--- config.mk ---
export PLATFORM = sky130hd
export DESIGN_NAME = bmf_ctrl
export DESIGN_NICKNAME = d
export VERILOG_FILES = /design/src/rtl/bmf_pkg.sv /design/src/rtl/bmf_ctrl.sv
export SDC_FILE = /design/constraint.sdc
export NUM_CORES = 1
export LEC_CHECK = 0
export BUFFER_PORTS_ARGS = -buffer_cell sky130_fd_sc_hd__buf_2
export CORE_AREA = 2 2 39 41
export CTS_CLUSTER_SIZE = 20
export DETAILED_ROUTE_END_ITERATION = 10
export DIE_AREA = 0 0 41 43
export GPL_ROUTABILITY_DRIVEN = 1
export PLACE_DENSITY = 0.46
export SETUP_SLACK_MARGIN = 0.3
export SYNTH_ARGS = -nofsm -noshare
export SYNTH_HDL_FRONTEND = slang
export SYNTH_SLANG_ARGS = --single-unit
--- constraint.sdc ---
create_clock -name clk_i -period 1.5 [get_ports clk_i]
set_clock_uncertainty 0.2 [all_clocks]
set_input_delay 0.075 -clock clk_i [delete_from_list [all_inputs] [get_ports clk_i]]
set_output_delay 0.075 -clock clk_i [all_outputs]
set_load 0.1 [all_outputs]
--- src/rtl/bmf_pkg.sv ---
package bmf_pkg;

  // Fixed field widths of the item and register interface
  localparam int unsigned CoordW  = 8;
  localparam int unsigned PixW    = 8;
  localparam int unsigned DimW    = 9;
  localparam int unsigned KernW   = 4;
  localparam int unsigned CfgIdxW = 2;

  // Default storage limits
  localparam int unsigned DefMaxWidth  = 256;
  localparam int unsigned DefMaxHeight = 256;
  localparam int unsigned DefMaxKernel = 15;

  // Register reset values
  localparam logic [DimW-1:0]  FrameDimRst = 9'd256;
  localparam logic [KernW-1:0] KernRst     = 4'd3;

  // Register indexes
  localparam logic [CfgIdxW-1:0] CfgFrameWidth  = 2'd0;
  localparam logic [CfgIdxW-1:0] CfgFrameHeight = 2'd1;
  localparam logic [CfgIdxW-1:0] CfgKernelSize  = 2'd2;

  typedef struct packed {
    logic load;       // latch the item and the register snapshot
    logic finish;     // short result: write or outside-frame item
    logic store;      // write the pixel into the frame store
    logic scan_init;  // reset window walker, sum and quotient
    logic scan_step;  // fetch one window pixel, advance walker
    logic div_step;   // one restoring-division step
  } bmf_cmd_t;

  typedef struct packed {
    logic in_frame;
    logic is_read;
    logic scan_last;
    logic div_last;
  } bmf_sts_t;

  // Zero reads as one, anything above the limit saturates to it
  function automatic logic [DimW-1:0] clamp_dim(input logic [DimW-1:0] v,
                                                input int unsigned maxv);
    logic [DimW-1:0] r;
    if (v == '0) begin
      r = DimW'(1);
    end else if (32'(v) > maxv) begin
      r = DimW'(maxv);
    end else begin
      r = v;
    end
    return r;
  endfunction

endpackage

--- src/rtl/bmf_ctrl.sv ---
module bmf_ctrl
  import bmf_pkg::*;
(
  input  logic     clk_i,
  input  logic     rst_ni,
  input  logic     start_i,
  input  bmf_sts_t sts_i,
  output bmf_cmd_t cmd_o,
  output logic     busy_o,
  output logic     done_o
);

  typedef enum logic [2:0] {
    ST_IDLE,
    ST_DECIDE,
    ST_SCAN,
    ST_DRAIN,
    ST_DIVIDE
  } state_e;

  state_e state_q;
  logic   done_q;

  always_comb begin
    cmd_o = '0;
    unique case (state_q)
      ST_IDLE: begin
        cmd_o.load = start_i;
      end
      ST_DECIDE: begin
        if (!sts_i.in_frame || !sts_i.is_read) begin
          cmd_o.finish = 1'b1;
          cmd_o.store  = sts_i.in_frame && !sts_i.is_read;
        end else begin
          cmd_o.scan_init = 1'b1;
        end
      end
      ST_SCAN: begin
        cmd_o.scan_step = 1'b1;
      end
      ST_DRAIN: begin
        cmd_o = '0;
      end
      ST_DIVIDE: begin
        cmd_o.div_step = 1'b1;
      end
      default: begin
        cmd_o = '0;
      end
    endcase
  end

  always_ff @(posedge clk_i or negedge rst_ni) begin
    if (!rst_ni) begin
      state_q <= ST_IDLE;
      done_q  <= 1'b0;
    end else begin
      done_q <= 1'b0;
      unique case (state_q)
        ST_IDLE: begin
          if (start_i) state_q <= ST_DECIDE;
        end
        ST_DECIDE: begin
          if (!sts_i.in_frame || !sts_i.is_read) begin
            state_q <= ST_IDLE;
            done_q  <= 1'b1;
          end else begin
            state_q <= ST_SCAN;
          end
        end
        ST_SCAN: begin
          if (sts_i.scan_last) state_q <= ST_DRAIN;
        end
        ST_DRAIN: begin
          state_q <= ST_DIVIDE;
        end
        ST_DIVIDE: begin
          if (sts_i.div_last) begin
            state_q <= ST_IDLE;
            done_q  <= 1'b1;
          end
        end
        default: begin
          state_q <= ST_IDLE;
        end
      endcase
    end
  end

  assign busy_o = (state_q != ST_IDLE);
  assign done_o = done_q;

endmodule

After elaboration in Yosys (flattened, before gate mapping) --
Index checks and enable logic that the tools add are counted.
Storage, ports and cells: register bits 4, bits of input ports 7, output and inout port bits 8, logic and storage cells 30
Cells by class: equal/unequal tests 7, multiplexer cells 14, reduce and logical (&&, ||, !) cells 7
Operator list (count):
- 3-bit case mux with 5 select lines | 1
- 3-bit 2-to-1 mux | 4
- 3-bit by 2-bit == test with 1-bit output (second input constant) | 2
- 1-bit 2-to-1 mux | 6
- 2-bit inequality test (second input constant) | 3
- 2-bit 2-to-1 mux | 2
- 3-bit by 1-bit == test with 1-bit output (second input constant) | 1
- 3-bit == test (second input constant) | 1
- 3-bit logical NOT | 1
- 3-bit AND reduction | 1
- 3-bit nonzero test | 1
- 1-bit logical NOT | 2
- 1-bit case mux with 2 select lines | 1
- 1-bit logical AND | 1
- 1-bit logical OR | 1

Longest topological paths before layout --
Gate-level depths: netlist of run 1.
word-level depth 4, gate-level depth with buffers 4, mapped depth without buffers 3

Worst setup path before layout of run 1 --
No wires, ideal clock.
kind reg-to-output, from register state_q[1], to output port cmd_o[3] (netlist bit), data arrival time 2863 ps, data required time 1225 ps, setup slack -1638 ps, cell stages (with the launch flop) 5, buffers on the path 1, path through dfrtp_1 > buf_6 > nor2_1 > nand2_1 > nor3b_1
RTL lines:
- start, declared | line bmf_ctrl.sv:21 | state_e state_q;
- start signal, assigned | line bmf_ctrl.sv:55 | state_q <= ST_IDLE;
- start signal, assigned | line bmf_ctrl.sv:61 | if (start_i) state_q <= ST_DECIDE;
- start signal, assigned | line bmf_ctrl.sv:65 | state_q <= ST_IDLE;
- end, declared | line bmf_ctrl.sv:8 | output bmf_cmd_t cmd_o,

==> key figures, run 1 <==
Final layout
  • Share of final-layout standard cells stronger than drive strength 1: 0.6721
  • Area growth from synthesis to final layout: 170.6%
  • Final Instance Area: 690.7 um2
  • Number of nets in the layout: 69
  • Final Non-Filler Cells: 77
  • Filler cell count: 142
  • Number of diodes added for antenna fixing: 0

Clock tree
  • TritonCTS clock tree: built
  • Clock root cell: clkbuf_4
  • H-tree Lvls: 1
  • Total clock buffers created by CTS: 3
  • Sinks on Clock Net: 4
  • Worst-case clock buffer depth: 2
  • Worst-skew pair later-pin latency: 0.24 ns
  • Clk slew on worst S/H paths: 0.05 ns

Worst setup path
  • Startpoint kind of the worst setup timing path: flip-flop
  • Kind of end point of the critical path: output pin
  • Maximum fanout encountered on the critical timing path: 3
  • Number of cell instances on the worst register-to-register path: 5
  • Critical path required time: 1.22 ns
  • Setup Crit Path Kind: flip-flop to output pin
  • Crit path DAT: 1.33 ns

Routing
  • Detail-routed via count per cell: 4.584
  • Number of vias after detailed routing: 353
  • Residual DRC count: 0
  • Routed wirelength normalized by instance count: 11.48 um
  • Count of nets left with antenna violations after detail routing: 0
  • Number of DRC markers after the initial detailed-route iteration: 7
  • Router iterations before antenna repair: 4
  • Final wirelength: 884 um

STA
  • Unrepaired setup endpoints after global routing: true
  • Post-route setup TNS: -0.4142 ns
  • Crit path time final: 1.603 ns
  • Post-route fraction of the period consumed by the critical path: 1.069
  • Worst slew pin tran: 0.2772 ns
  • Final-report setup violation count: 7
  • Timing-limited maximum frequency: 623.8 MHz
  • Rel. slew slack: 0.8167
  • Count of endpoints failing hold in the final timing report: 0
  • Final-report max-slew violation count: 0
  • Final worst setup slack: -0.1030 ns

Logic synthesis
  • Proportion of synthesized chip area in sequential cells: 0.3922
  • Post-synthesis net count: 35
  • #FFs+latches synth: 4
  • Mapped Cells: 28
  • Synth top area cells: dfrtp_1 39%, a21oi_1 5.9%, nor3b_1 5.9%
  • Library cell occupying the most area in the post-synthesis netlist: dfrtp_1
  • Portion of synthesized cell area occupied by the leading cell type: 0.3922
  • Post-synthesis instance area: 255.2 um2
  • Syn Area/Cell: 9.116 um2
  • Netlist cell types: 18
  • Number of warnings issued by yosys: 0

Place
  • Placed Area: 498.0 um2
  • Detailed placer's ending HPWL: 560.8 um
  • Port Buffers: 14
  • Placer's final routability congestion estimate: 0.6827
  • Post-Place Cells: 60

Job
  • Max capacitance violation total: 0

GRT
  • Largest net degree at the start of global routing: 8
  • Total Routing Usage GR: 0.1282
  • Wire length of the first global-routing pass: 1518 um
  • Remaining Overflow, GRT: 0
  • Via count of the first global-routing pass: 380
  • Initial antenna violation count: 0

Floorplanning
  • Die X-Extent: 41 um
  • Number of rows in the core area: 14
  • Die Height: 43 um
  • Count of pins on the block boundary: 15
  • Initial cell density of the core: 0.1844
  • Area of the core: 1384 um2
  • Area of the die: 1763 um2

Min path
  • Worst hold stages: 4
  • Type of the worst min-delay path: input port to flip-flop

Run status
  • Run status: finished, violations left
  • Failing checks: setup timing
## cells in the mapped netlist
| master | number |
|---|---|
| nor2_1 | 2 |
| nand3b_1 | 1 |
| nor2_2 | 1 |
| dfrtp_1 | 4 |
| nor3_1 | 1 |
| inv_1 | 2 |
| nand2b_1 | 1 |
| nor2b_1 | 1 |
| a22o_1 | 1 |
| nor3b_1 | 2 |
| buf_6 | 1 |
| or3_4 | 1 |
| a21oi_1 | 3 |
| nand2_1 | 3 |
| nand4b_1 | 1 |
| buf_2 | 1 |
| nor3b_2 | 1 |
| mux2i_1 | 1 |
## path summary, 6_finish.rpt
check | start | endpoint | slack (ns)
min in group asynchronous | rst_ni | done_o | 0.52
worst min-delay path | sts_i[3] | done_o | 0.07
worst max register to register | state_q[2] | state_q[2] | 0.03
max in group asynchronous | rst_ni | state_q[2] | 0.39
worst min register to register | state_q[1] | done_o | 0.44
worst max-delay path | state_q[0] | cmd_o[5] | -0.10
## critical path: stages, from the launching register on
cell,delay [ns]
dfrtp_1,0.39
or3_4,0.42
nor2_4,0.11
buf_12,0.18
## final cells by class
class / instances / area, um2 / area share
clock buffers: 4 / 26.28 / 0.03804
flip-flops and latches: 4 / 101.3 / 0.1467
well taps: 16 / 20.02 / 0.02899
repair buffers: 31 / 329.1 / 0.4765
multi-input cells: 20 / 206.4 / 0.2989
inverters: 2 / 7.507 / 0.01087
## timing repair
action | 4_1_cts | 5_1_grt
setup buffers | 4 | 2
hold endpoints to repair | 8 | 0
hold buffers | 7 | 0
pin swaps | 7 | 4
gates resized for setup | 7 | 8
setup endpoints to repair | 9 | 11
## routing by layer
metal	routed length, um	global-route usage	vias up
met2	538	0.2188	15
met3	44	0.02094	0
met4	0	0.08000	0
met1	301	0.1340	176
li1	-	-	162
met5	0	0	-
## logic make-up after synthesis
logic type | Yosys count | synth area share
and+or+nand+nor | 15 | 0.3824
buffers and inverters | 4 | 0.09313
AOI/OAI and AO/OA | 4 | 0.09313
muxes | 1 | 0.03922
DFF | 4 | 0.3922
## cell usage in the layout, fill, tap and decap left out, drive strengths merged
master / n
a21oi: 3
a22o: 1
buf: 24
clkbuf: 4
dfrtp: 4
dlygate4sd3: 7
inv: 2
mux2i: 1
nand2: 3
nand2b: 1
nand3b: 1
nand4b: 1
nor2: 3
nor2b: 1
nor3: 1
nor3b: 3
or3: 1
## flip-flops by register name, summed over array words and instances, names as in the netlist
register / count
state_q: 3
done_o: 1
## through the flow
stage                     setup WS [ns]  utilization  hold slack, ns
after floorplan                 -0.3882            -         -0.4206
after global placement          0.09555       0.3599         -0.3162
final                           -0.1030       0.4991         0.07381
after detailed placement        0.09464       0.3599         -0.3176
after global routing            -0.1397       0.4991          0.1037
after CTS                       -0.1196       0.4675         0.06326
Power of run 1 is left out: the tool's default activity adds up to more than one toggle a clock period on the data nets, which glitch-free logic cannot reach.
==> run 2, diff against run 1 <==
--- a/config.mk
+++ b/config.mk
@@ -7,6 +7,7 @@
 export LEC_CHECK = 0
 export BUFFER_PORTS_ARGS = -buffer_cell sky130_fd_sc_hd__buf_2
 export CORE_AREA = 2 2 39 41
+export CTS_CLUSTER_DIAMETER = 30
 export CTS_CLUSTER_SIZE = 20
 export DETAILED_ROUTE_END_ITERATION = 10
 export DIE_AREA = 0 0 41 43
==> constraint.sdc (replaced) <==
create_clock -name clk_i -period 1.55 [get_ports clk_i]
set_clock_uncertainty 0.2 [all_clocks]
set_input_delay 0.0775 -clock clk_i [delete_from_list [all_inputs] [get_ports clk_i]]
set_output_delay 0.0775 -clock clk_i [all_outputs]
set_load 0.1 [all_outputs]
==> run 2 against run 1 <==
Compared with the run above: the flow still finishes with violations (setup timing); hold slack lost 0.029 ns; sequential share of layout area increased by 0.48 points; die area stayed put; register-to-register slack improved by 0.05 ns; non-clock buffer count unchanged; clock-buffer cell count unchanged; global-route usage is 0.33 points lower; utilization down 0.99 points; critical path depth unchanged; routed wire length decreased by 11%; first-iteration DRC count down 71%; cell count is the same; highest routed layer unchanged.
==> key figures, run 2 (same netlist as run 1, synthesis figures left out) <==
Clock tree
  • Worst-case clock buffer depth: 2
  • H-tree Lvls: 1
  • TritonCTS clock tree: built
  • Worst-skew pair later-pin latency: 0.23 ns
  • Clk slew on worst S/H paths: 0.04 ns
  • Clock root cell: clkbuf_4
  • Sinks on Clock Net: 4
  • Total clock buffers created by CTS: 3

STA
  • Worst slew pin tran: 0.3000 ns
  • Post-route fraction of the period consumed by the critical path: 1.045
  • Final-report setup violation count: 5
  • Timing-limited maximum frequency: 617.4 MHz
  • Rel. slew slack: 0.8011
  • Count of endpoints failing hold in the final timing report: 0
  • Crit path time final: 1.620 ns
  • Final-report max-slew violation count: 0
  • Unrepaired setup endpoints after global routing: true
  • Final worst setup slack: -0.06960 ns

Floorplanning
  • Die Height: 43 um
  • Count of pins on the block boundary: 15
  • Number of rows in the core area: 14
  • Area of the die: 1763 um2
  • Area of the core: 1384 um2
  • Die X-Extent: 41 um
  • Initial cell density of the core: 0.1844

Worst setup path
  • Startpoint kind of the worst setup timing path: flip-flop
  • Maximum fanout encountered on the critical timing path: 3
  • Critical path required time: 1.27 ns
  • Start of the worst register-to-register path: state_q[2]
  • Setup slack on the worst flop-to-flop path: 0.08 ns
  • Crit path DAT: 1.34 ns
  • FF-to-FF End: state_q[2]
  • Number of cell instances on the worst register-to-register path: 5
  • Setup Crit Path Kind: flip-flop to output pin
  • Kind of end point of the critical path: output pin

Min path
  • Worst hold stages: 4
  • Type of the worst min-delay path: input port to flip-flop
  • Hold path endpoint: done_o
  • Launch instance of the worst min-delay path: sts_i[3]

Job
  • Max capacitance violation total: 0

Routing
  • Residual DRC count: 0
  • Detail-routed via count per cell: 4.325
  • Final wirelength: 785 um
  • Routed wirelength normalized by instance count: 10.19 um
  • Number of vias after detailed routing: 333
  • Count of nets left with antenna violations after detail routing: 0
  • Number of DRC markers after the initial detailed-route iteration: 2
  • Router iterations before antenna repair: 4

Final layout
  • Area growth from synthesis to final layout: 165.2%
  • Number of nets in the layout: 69
  • Reg with most FFs: state_q
  • Max FFs per register: 3
  • Highest-count cells in the layout ignoring fill and taps: 7 x dlygate4sd3_1, 7 x buf_4, 6 x buf_2, 6 x buf_12
  • Share of final-layout standard cells stronger than drive strength 1: 0.6557
  • Number of diodes added for antenna fixing: 0

Place
  • Port Buffers: 14
  • Detailed placer's ending HPWL: 524.6 um
  • Placer's final routability congestion estimate: 0.6998
  • Worst slack, placed: 0.1023 ns

GRT
  • Initial antenna violation count: 0
  • Remaining Overflow, GRT: 0
  • Total Routing Usage GR: 0.1249
  • Wire length of the first global-routing pass: 1504 um
  • Largest net degree at the start of global routing: 6
  • Via count of the first global-routing pass: 374

Run status
  • Run status: finished, violations left
  • Failing checks: setup timing
==> run 2: how the worst max path moves through the flow <==
stage                    start         end  cells after the start
floorplan           state_q[0]  state_q[2]                      3
global placement    state_q[2]    cmd_o[3]                      4
detailed placement  state_q[2]    cmd_o[3]                      4
CTS                 state_q[2]    cmd_o[5]                      3
global route        state_q[2]    cmd_o[5]                      3
finish              state_q[2]    cmd_o[5]                      3
==> run 2: per-layer routing <==
| layer | vias to the layer above | share of wire | GRT usage |
|---|---|---|---|
| met5 | - | 0 | 0 |
| met4 | 0 | 0 | 0.06000 |
| met3 | 0 | 0.048 | 0.01571 |
| met2 | 13 | 0.56 | 0.1969 |
| met1 | 159 | 0.39 | 0.1591 |
| li1 | 161 | - | - |
==> run 2: stage by stage <==
| stage | instances | cell area [um2] | hold slack [ns] | utilization | TNS, ns |
|---|---|---|---|---|---|
| final | 77 | 676.9 | 0.04509 | 0.4892 | -0.2433 |
| after CTS | 77 | 668.1 | 0.04554 | 0.4828 | -0.2810 |
| after global routing | 77 | 676.9 | 0.09507 | 0.4892 | -0.4705 |
| after detailed placement | 59 | 490.5 | -0.3160 | 0.3544 | 0 |
| after global placement | 59 | 490.5 | -0.3149 | 0.3544 | 0 |
| after floorplan | 28 | 310.3 | -0.4181 | - | -1.316 |
==> run 2: cell type report <==
type,count,area (um2)
Multi-Input combinational cell,20,195.2
Tap cell,16,20.02
Sequential cell,4,102.6
Clock buffer,4,26.28
Inverter,2,7.507
Timing Repair Buffer,31,325.3
Fill cell,136,706.9
==> run 2: critical path: stages (launching register included) <==
cell and delay (ns):
dfrtp_2 0.41, or3_4 0.41, nor2_4 0.11, buf_12 0.18
==> run 2: repair_timing <==
action,in CTS,in global routing
pin swaps,5,2
buffers inserted,7,0
hold endpoints to repair,8,0
gates resized for setup,9,3
setup endpoints to repair,9,11
hold buffers,7,0
Power of run 2 is left out for the same reason.
==> run 3, diff against run 2 <==
--- a/config.mk
+++ b/config.mk
@@ -13,6 +13,7 @@
 export DIE_AREA = 0 0 41 43
 export GPL_ROUTABILITY_DRIVEN = 1
 export PLACE_DENSITY = 0.46
+export RECOVER_POWER = 100
 export SETUP_SLACK_MARGIN = 0.3
 export SYNTH_ARGS = -nofsm -noshare
 export SYNTH_HDL_FRONTEND = slang
==> run 3 against run 2 <==
Compared with the run above: the run still ends with setup timing left; setup slack hardly changed; critical path depth stayed put; non-clock buffer count stayed put; register-to-register slack hardly changed; critical endpoint unchanged; die area stayed put; flip-flop and latch count stayed put; fmax hardly changed; first-iteration DRC count is 50% higher; sequential share of layout area is 0.40 points higher; routed wire length is 0.51% higher; via count is 0.30% higher.
==> key figures, run 3 (same netlist as run 1, synthesis figures left out) <==
GRT
  • Remaining Overflow, GRT: 0
  • Wire length of the first global-routing pass: 1504 um
  • Largest net degree at the start of global routing: 6
  • Initial antenna violation count: 0
  • Via count of the first global-routing pass: 374
  • Total Routing Usage GR: 0.1249

Routing
  • Routed wirelength normalized by instance count: 10.25 um
  • Wl on met1: 311 um
  • Number of vias after detailed routing: 334
  • WL met2: 436 um
  • Detail-routed via count per cell: 4.338
  • Residual DRC count: 0
  • Uppermost routed layer: met4
  • Count of nets left with antenna violations after detail routing: 0
  • Met3 WL: 36 um
  • Router iterations before antenna repair: 4
  • Number of DRC markers after the initial detailed-route iteration: 3
  • Final wirelength: 789 um

Clock tree
  • Clock root cell: clkbuf_4
  • H-tree Lvls: 1
  • Worst-case clock buffer depth: 2
  • Worst-skew pair later-pin latency: 0.24 ns
  • Total clock buffers created by CTS: 3
  • Sinks on Clock Net: 4
  • TritonCTS clock tree: built
  • Clk slew on worst S/H paths: 0.04 ns

STA
  • Post-route fraction of the period consumed by the critical path: 1.045
  • Rel. slew slack: 0.6442
  • Unrepaired setup endpoints after global routing: true
  • Final worst setup slack: -0.06968 ns
  • Final-report max-slew violation count: 0
  • Worst slew pin tran: 0.5360 ns
  • Hold Slack: 0.04431 ns
  • Timing-limited maximum frequency: 617.4 MHz
  • Count of endpoints failing hold in the final timing report: 0
  • Final-report setup violation count: 5
  • Crit path time final: 1.620 ns

Place
  • Detailed placer's ending HPWL: 524.6 um
  • Placer's final routability congestion estimate: 0.6998
  • Post-Place Cells: 59
  • Port Buffers: 14
  • Worst slack, placed: 0.1023 ns

Min path
  • Type of the worst min-delay path: input port to flip-flop

Floorplanning
  • Area of the core: 1384 um2
  • Initial cell density of the core: 0.1844
  • Die X-Extent: 41 um
  • Number of rows in the core area: 14
  • Die Height: 43 um
  • Area of the die: 1763 um2
  • Count of pins on the block boundary: 15

Final layout
  • Share of final-layout standard cells stronger than drive strength 1: 0.6230
  • Max FFs per register: 3
  • Reg with most FFs: state_q
  • Final Non-Filler Cells: 77
  • Filler cell count: 140
  • Highest-count cells in the layout ignoring fill and taps: 7 x dlygate4sd3_1, 7 x buf_4, 6 x buf_2, 6 x buf_12
  • Number of nets in the layout: 69
  • Number of diodes added for antenna fixing: 0
  • Area growth from synthesis to final layout: 158.3%
  • Share of the core filled with cells: 0.4765

Worst setup path
  • Setup Crit Path Kind: flip-flop to output pin
  • Maximum fanout encountered on the critical timing path: 3
  • Startpoint kind of the worst setup timing path: flip-flop
  • Slowest stage delay, CP: 0.41 ns
  • Crit path DAT: 1.34 ns
  • Crit-path cells: or3_4, nor2_4, buf_12
  • Worst-path cell with the longest stage delay: dfrtp_2
  • Kind of end point of the critical path: output pin
  • Critical path required time: 1.27 ns

Run status
  • Failing checks: setup timing
  • Run status: finished, violations left

Job
  • Max capacitance violation total: 0
run 3: per-stage QoR:
step / TNS (ns) / cell area [um2]
2_1_floorplan: -1.316 / 310.3
3_3_place_gp: 0 / 490.5
3_5_place_dp: 0 / 490.5
4_1_cts: -0.2810 / 668.1
5_1_grt: -0.4571 / 659.4
6_report: -0.2289 / 659.4
run 3: metal layers:
| metal | track usage | up-vias |
|---|---|---|
| li1 | - | 161 |
| met1 | 0.1591 | 158 |
| met5 | 0 | - |
| met4 | 0.06000 | 0 |
| met2 | 0.1969 | 13 |
| met3 | 0.01571 | 2 |
run 3: repair_timing:
item | CTS | global route
pin swaps | 5 | 2
endpoints found under the hold margin | 8 | 0
endpoints found under the setup margin | 9 | 11
buffers inserted | 7 | 0
hold buffers | 7 | 0
resized for setup | 9 | 3
gates cloned | 0 | 0
run 3: layout make-up:
| class | instances | area (um2) | share of cell area |
|---|---|---|---|
| tap | 16 | 20.02 | 0.03036 |
| inverter | 2 | 7.507 | 0.01139 |
| timing repair buffer | 31 | 315.3 | 0.4782 |
| sequential | 4 | 102.6 | 0.1556 |
| multi-input combinational | 20 | 187.7 | 0.2846 |
| clock buffer | 4 | 26.28 | 0.03985 |
run 3: worst max-delay path, delay by kind of cell, from the launching register on:
| family | cells | cell delay [ns] |
|---|---|---|
| flip-flops | 1 | 0.41 |
| AND/OR/NAND/NOR | 2 | 0.52 |
| buffers and inverters | 1 | 0.18 |
run 3: final timing paths:
path | slack (ns) | cells after the start | start | endpoint
setup / recovery | -0.07 | 3 | state_q[2] | cmd_o[5]
hold reg to reg | 0.40 | 2 | state_q[0] | state_q[0]
max in group asynchronous | 0.42 | 3 | rst_ni | state_q[0]
hold / removal | 0.04 | 4 | sts_i[3] | done_o
min in group asynchronous | 0.54 | 3 | rst_ni | state_q[1]
setup reg to reg | 0.09 | 5 | state_q[2] | state_q[2]
Power of run 3 is left out for the same reason.
